File: src/sv/skpf_pkg.sv
// ----------------------------------------------------------------------------
// skpf_pkg
// Types, constants and fixed-point helpers of the pilot Kalman filter.
// ----------------------------------------------------------------------------
`timescale 1ns / 1ps
`default_nettype none

package skpf_pkg;

  localparam int DataW     = 32;
  localparam int FracW     = 16;
  localparam int MaxPilots = 16;
  localparam int PilotAw   = $clog2(MaxPilots);
  localparam int QuoW      = DataW + FracW;
  localparam int DivCntW   = $clog2(QuoW);
  localparam int NumRegs   = 6;
  localparam int AddrW     = 5;

  // register indexes
  localparam logic [2:0] RegCoefF  = 3'd0;
  localparam logic [2:0] RegCoefG  = 3'd1;
  localparam logic [2:0] RegCoefH  = 3'd2;
  localparam logic [2:0] RegProcN  = 3'd3;
  localparam logic [2:0] RegMeasN  = 3'd4;
  localparam logic [2:0] RegInitCv = 3'd5;

  typedef logic signed [DataW-1:0] val_t;

  typedef struct packed {
    val_t        coef_f;
    val_t        coef_g;
    val_t        coef_h;
    logic [30:0] process_noise;
    logic [30:0] measure_noise;
    logic [30:0] initial_cov;
  } cfg_t;

  typedef struct packed {
    logic [3:0]         pilot_index;
    logic [PilotAw-1:0] slot;
    val_t               measurement;
    logic               first_symbol;
    val_t               initial_estimate;
  } item_t;

  // clamp a magnitude to the signed range with the given sign
  function automatic val_t limit(input logic neg, input logic [QuoW-1:0] q);
    logic [DataW-1:0] r;
    r = q[DataW-1:0];
    if (neg) begin
      limit = (q > QuoW'({1'b1, {(DataW-1){1'b0}}})) ? {1'b1, {(DataW-1){1'b0}}} : -r;
    end else begin
      limit = (q > QuoW'({1'b0, {(DataW-1){1'b1}}})) ? {1'b0, {(DataW-1){1'b1}}} : r;
    end
  endfunction

  // Q16.16 product, rounded half away from zero, saturated
  function automatic val_t mulq(input val_t a, input val_t b);
    logic signed [2*DataW-1:0] prod;
    logic [2*DataW-1:0]        mg;
    logic [2*DataW-1:0]        rnd;
    prod = a * b;
    mg   = prod[2*DataW-1] ? -prod : prod;
    rnd  = (mg + (2*DataW)'(1 << (FracW-1))) >> FracW;
    mulq = limit(a[DataW-1] ^ b[DataW-1], rnd[QuoW-1:0]);
  endfunction

  // saturate a grown sum to the signed range
  function automatic val_t sat(input logic signed [DataW:0] v);
    if (v > $signed({2'b00, {(DataW-1){1'b1}}})) begin
      sat = {1'b0, {(DataW-1){1'b1}}};
    end else if (v < $signed({2'b11, {(DataW-1){1'b0}}})) begin
      sat = {1'b1, {(DataW-1){1'b0}}};
    end else begin
      sat = v[DataW-1:0];
    end
  endfunction

  // saturate a grown sum to [0, max]
  function automatic val_t satcov(input logic signed [DataW:0] v);
    if (v[DataW]) begin
      satcov = '0;
    end else if (v[DataW-1]) begin
      satcov = {1'b0, {(DataW-1){1'b1}}};
    end else begin
      satcov = v[DataW-1:0];
    end
  endfunction

endpackage

`default_nettype wire

File: src/sv/skpf_front.sv
// ----------------------------------------------------------------------------
// skpf_front
// Accepts items, works out the store slot and queues them for the back end.
// ----------------------------------------------------------------------------
`timescale 1ns / 1ps
`default_nettype none

module skpf_front (
  input  wire logic                  clk_i,
  input  wire logic                  rst_ni,
  input  wire logic                  in_valid_i,
  output logic                       in_ready_o,
  input  wire logic [3:0]            pilot_index_i,
  input  wire logic signed [31:0]    measurement_i,
  input  wire logic                  first_symbol_i,
  input  wire logic signed [31:0]    initial_estimate_i,
  output logic                       item_valid_o,
  output skpf_pkg::item_t            item_o,
  input  wire logic                  item_pop_i
);

  skpf_pkg::item_t q_mem_q [2];
  logic            wr_ptr_q, rd_ptr_q;
  logic [1:0]      cnt_q;
  logic            push, pop;
  skpf_pkg::item_t new_item;

  // classify: slot of the store for this pilot
  always_comb begin
    new_item.pilot_index      = pilot_index_i;
    new_item.slot             = skpf_pkg::PilotAw'(pilot_index_i % skpf_pkg::MaxPilots);
    new_item.measurement      = measurement_i;
    new_item.first_symbol     = first_symbol_i;
    new_item.initial_estimate = initial_estimate_i;
  end

  assign in_ready_o   = (cnt_q != 2'd2);
  assign push         = in_valid_i & in_ready_o;
  assign item_valid_o = (cnt_q != 2'd0);
  assign pop          = item_pop_i & item_valid_o;
  assign item_o       = q_mem_q[rd_ptr_q];

  // two-entry queue pointers
  always_ff @(posedge clk_i or negedge rst_ni) begin
    if (!rst_ni) begin
      wr_ptr_q <= 1'b0;
      rd_ptr_q <= 1'b0;
      cnt_q    <= 2'd0;
    end else begin
      if (push) wr_ptr_q <= ~wr_ptr_q;
      if (pop)  rd_ptr_q <= ~rd_ptr_q;
      cnt_q <= cnt_q + {1'b0, push} - {1'b0, pop};
    end
  end

  // queue payload
  always_ff @(posedge clk_i) begin
    if (push) q_mem_q[wr_ptr_q] <= new_item;
  end

endmodule

`default_nettype wire

File: config.mk
export PLATFORM = sky130hd
export DESIGN_NAME = skpf_front
export DESIGN_NICKNAME = d
export VERILOG_FILES = /design/src/sv/skpf_pkg.sv /design/src/sv/skpf_front.sv
export SDC_FILE = /design/constraint.sdc
export NUM_CORES = 1
export LEC_CHECK = 0
export BUFFER_PORTS_ARGS = -buffer_cell sky130_fd_sc_hd__buf_2
export CAP_MARGIN = 25
export CORE_MARGIN = 1
export CORE_UTILIZATION = 45
export CTS_CLUSTER_DIAMETER = 150
export DETAILED_ROUTE_END_ITERATION = 12
export PLACE_DENSITY = 0.7
export SLEW_MARGIN = 15
export SYNTH_ARGS = -nofsm -noshare
export SYNTH_HDL_FRONTEND = slang
export SYNTH_SLANG_ARGS = --single-unit
File: constraint.sdc
create_clock -name clk_i -period 6.95 [get_ports clk_i]
set_clock_uncertainty 0.15 [all_clocks]
set_input_delay 0.695 -clock clk_i [delete_from_list [all_inputs] [get_ports clk_i]]
set_output_delay 0.695 -clock clk_i [all_outputs]
set_load 0.1 [all_outputs]
* Yosys cells after proc, flatten, opt, wreduce, memory -nomap -nowiden
Memory sizes are Yosys's and may differ from the RTL's. Cells that the tools add are included.
Word-level totals: flip-flop bits (word level) 4, memory bits (writable) 146, input port bits 73, logic and storage cells 14, memories 1
Operators by class: add/subtract/negate cells 2, equal/unequal tests 1, mux-type cells 2, bitwise logic cells 4, reduce and logical (&&, ||, !) cells 1
Memory list:
- q_mem_q | words 2, bits a word 73, read ports 1, clocked after Yosys merged registers in 0, write ports 1, line skpf_front.sv:22 | skpf_pkg::item_t q_mem_q [2];
Operators with widths (count):
- $add A2 B1 Y2 | 1
- $and A1 B1 Y1 | 2
- $mux W1 | 2
- $ne A2 B2 Y1 const B | 1
- $not A1 Y1 | 2
- $reduce_bool A2 Y1 | 1
- $sub A2 B1 Y2 | 1

* Longest topological paths before layout
depth after elaboration 4, depth in mapped cells 5, gate-level depth less buffers 5

* Least setup slack after synthesis
Ideal clock, no wire load.
kind reg-to-reg, start register cnt_q[0], end memory q_mem_q[0][0] (netlist bit) (enable), library setup time 0.497 ns, data arrival time 4.354 ns, data required time 6.303 ns, setup slack 1.949 ns, stages on the path, launching flop included 4, path buffers 0, path through dfrtp_1 nand2b_1 nand2_1 nor2_1
On the way: word-level cells in the longest chain between the ends 4
Ends and longest elaborated chain:
- start, declared | line skpf_front.sv:24 | logic [1:0] cnt_q;
- start signal, assigned | line skpf_front.sv:52 | cnt_q <= cnt_q + {1'b0, push} - {1'b0, pop};
- $ne A2 B2 Y1 | line skpf_front.sv:37 | assign in_ready_o = (cnt_q != 2'd2);
- via in_ready_o | line skpf_front.sv:12 | output logic in_ready_o,
- $and A1 B1 Y1 | line skpf_front.sv:38 | assign push = in_valid_i & in_ready_o;
- $mux W1 | line skpf_front.sv:58 | if (push) q_mem_q[wr_ptr_q] <= new_item;
- $mux W1 (not written as such) | line skpf_front.sv:58
- end, declared | line skpf_front.sv:22
The timed path passes the listed nets, and every way through them passes these cells.

==> flow_metrics.tcl <==
set metrics [dict create \
    ctsHtreeMaxLevel 4 \
    synth.yosys.warnings 0 \
    grt_start_max_net_pins 70 \
    drt_pre_antenna_iters 4 \
    timing_hold_violations_final 0 \
    cts-buffers-inserted 17 \
    synth_seq_area_share 0.808 \
    count_of_distinct_cell_types_in_the_synthesized_netlist 19 \
    clk_latency_ns 0.41 \
    period_share 0.493 \
    routed_wl_per_cell_um 16.4 \
    yosysTopAreaCell "sky130_fd_sc_hd__edfxtp_1" \
    post-route-drc-count 0 \
    critPathKind "flop to primary output" \
    clock.fmax_mhz 292 \
    clock_tree.buffer_depth 2 \
    numPortBuffers 147 \
    crit_path_start_kind "flop" \
    globalRouteMet3Util 0.0606 \
    nets 472 \
    use_met1 0.181 \
    reg2reg_slack_ns 4.52 \
    cts.sinks 142 \
    die_x_um 110 \
    root_buffer_master "sky130_fd_sc_hd__clkbuf_16" \
    layout-area-overhead-vs-synth_pct 26.5 \
    period_needed_ns 3.42 \
    gr-usage-all-layers 0.157 \
    global_route.usage.met2 0.255 \
    die_height_um 110 \
    filler_cell_count 907 \
    worstPathCellList "buf_4 > mux2_2 > buf_2" \
    gpl.final_weighted_congestion 0.669 \
    flip_flop_and_latch_count_after_synthesis 142 \
    grt-busiest-layer "met2" \
    n_antenna_cell 0 \
    grt_overflow 0 \
    tritoncts "done" \
    finalSetupViolations 0 \
    yosys-top-cells-area "sky130_fd_sc_hd__edfxtp_1 79%, sky130_fd_sc_hd__mux2_2 15%, sky130_fd_sc_hd__dfrtp_1 1.9%, sky130_fd_sc_hd__buf_6 1.5%, sky130_fd_sc_hd__buf_4 0.57%" \
    arrival_ns 2.58 \
    slew_viol_final 0 \
    cpPeakStageDelay_ns 0.87 \
    synth.top_cell.area_share 0.789 \
    grt_first_pass_wirelength_mm 13.5 \
    holdCritPathClass "input pin to flop" \
    grt_setup_unrepaired "false" \
    slew_headroom 0.353 \
    syn-instance-count 241 \
    vias_per_cell 4.83 \
    cp.required_ns 6.11 \
    placeableCoreArea_mm2 0.0114 \
    critPathSlowestCell "sky130_fd_sc_hd__dfrtp_2" \
    crit_path_end_kind "primary output" \
    start_util 0.460 \
    design.die.area_mm2 0.0121 \
    share_of_final_layout_standard_cells_stronger_than_drive_strength_1 0.607 \
    number_of_global_route_vias_before_repair 2729 \
    synth_nets 315 \
    netlist_area_mm2 0.00525 \
    clk_transition_reported_paths_ns 0.06 \
    syn-mean-instance-area_um2 21.8 \
    postRouteAntennaNets 0 \
    tns_ns 0 \
    critical_path_peak_fanout 36 \
    post_cts_repair_timing_setup_buffer_count 0 \
    drt-initial-drc-count 150 \
    via_count_of_the_routed_design 2670 \
    std_cell_rows 39 \
    run_status "finished clean" \
    io_pins 148 \
    worst-slew-pin-transition_ns 0.971 \
    total_half_perimeter_wirelength_after_legalization_and_detailed_placement_mm 5.53 \
    max_cap_viol_count 0 \
    overall_routed_net_length_mm 9.06 \
    grt_antenna_before_repair 0 \
]
cells in the mapped netlist:
cell type,number
sky130_fd_sc_hd__edfxtp_1,138
sky130_fd_sc_hd__mux2_2,69
sky130_fd_sc_hd__buf_6,7
sky130_fd_sc_hd__buf_4,4
sky130_fd_sc_hd__dfrtp_1,4
sky130_fd_sc_hd__nor2_1,3
sky130_fd_sc_hd__xnor2_1,3
sky130_fd_sc_hd__nand2_1,2
sky130_fd_sc_hd__a211oi_1,1
sky130_fd_sc_hd__a21bo_1,1
sky130_fd_sc_hd__a32oi_1,1
sky130_fd_sc_hd__and3_1,1
sky130_fd_sc_hd__buf_2,1
sky130_fd_sc_hd__ha_1,1
sky130_fd_sc_hd__nand2b_1,1
sky130_fd_sc_hd__nand3_1,1
sky130_fd_sc_hd__nor2b_1,1
sky130_fd_sc_hd__o21ai_0,1
sky130_fd_sc_hd__or2_2,1
layout make-up:
cell class	count	area, um2	area share
clock inverters	13	125	0.0188
clock buffers	18	429	0.0646
multi-input cells	87	908	0.137
well taps	143	179	0.0269
repair buffers	150	761	0.114
flip-flops and latches	142	4250	0.639
worst max-delay path: cells and delay by family, from the launching register on:
kind                   cells  cell delay [ns]
multiplexers               1             0.41
flip-flops                 1             0.87
buffers and inverters      2             0.83
sequential cells by signal (all words and copies together) (netlist names):
register,count
q_mem_q,138
wr_ptr_q,1
cnt_q,2
rd_ptr_q,1
per-stage QoR:
step                std cells  cell area (um2)  setup slack (ns)  hold slack (ns)   util
floorplan                 241             5250              1.95            0.249      -
finish                    553             6650              3.53            0.319  0.582
detailed placement        521             6080              3.88            0.369  0.533
global placement          521             6080              3.91            0.364  0.533
global route              553             6650              3.34            0.300  0.582
CTS                       553             6650              3.44            0.302  0.582
kinds of logic (layout without fill, tap and decap cells):
logic type	Yosys count	after routing	synth area share
xor+xnor	3	3	0.00500
fa+ha+maj	1	1	0.00238
flops	142	142	0.808
buf+inv	12	181	0.0217
mux	69	69	0.148
compound gates	4	4	0.00595
simple gates	10	10	0.00929
layout by cell type (no fill, tap or decap), types with 2 or more instances in the layout:
cell type                    count
sky130_fd_sc_hd__buf_4           2
sky130_fd_sc_hd__clkbuf_16      17
sky130_fd_sc_hd__nand2_1         2
sky130_fd_sc_hd__edfxtp_1      138
sky130_fd_sc_hd__bufinv_16       2
sky130_fd_sc_hd__xnor2_1         3
sky130_fd_sc_hd__nor2_1          2
sky130_fd_sc_hd__buf_2         147
sky130_fd_sc_hd__clkinvlp_4      4
sky130_fd_sc_hd__clkinv_1        3
sky130_fd_sc_hd__mux2_2         69
sky130_fd_sc_hd__clkinv_2        3
sky130_fd_sc_hd__dfrtp_1         3
what timing repair did:
item,CTS,global route
hold buffers,1,0
hold endpoints to repair,4,0
resized for setup,0,0
layer usage:
metal | routed length (um) | share of wire
met3 | 658 | 0.073
met2 | 4490 | 0.50
met5 | 0 | 0
met1 | 3780 | 0.42
met4 | 134 | 0.015
final timing paths:
kind / depth (start not counted) / from / end
setup / recovery: 3 / rd_ptr_q$_DFFE_PN0P_ / item_o[40]
setup reg to reg: 4 / cnt_q[0]$_DFF_PN0_ / q_mem_q[0][29]$_DFFE_PP_
hold / removal: 1 / initial_estimate_i[12] / q_mem_q[1][12]$_DFFE_PP_
min in group asynchronous: 2 / rst_ni / wr_ptr_q$_DFFE_PN0P_
max in group asynchronous: 2 / rst_ni / rd_ptr_q$_DFFE_PN0P_
hold reg to reg: 1 / wr_ptr_q$_DFFE_PN0P_ / wr_ptr_q$_DFFE_PN0P_
Power is not shown: default switching activity piles up to over one toggle a cycle in this logic, so the estimate is an artifact.
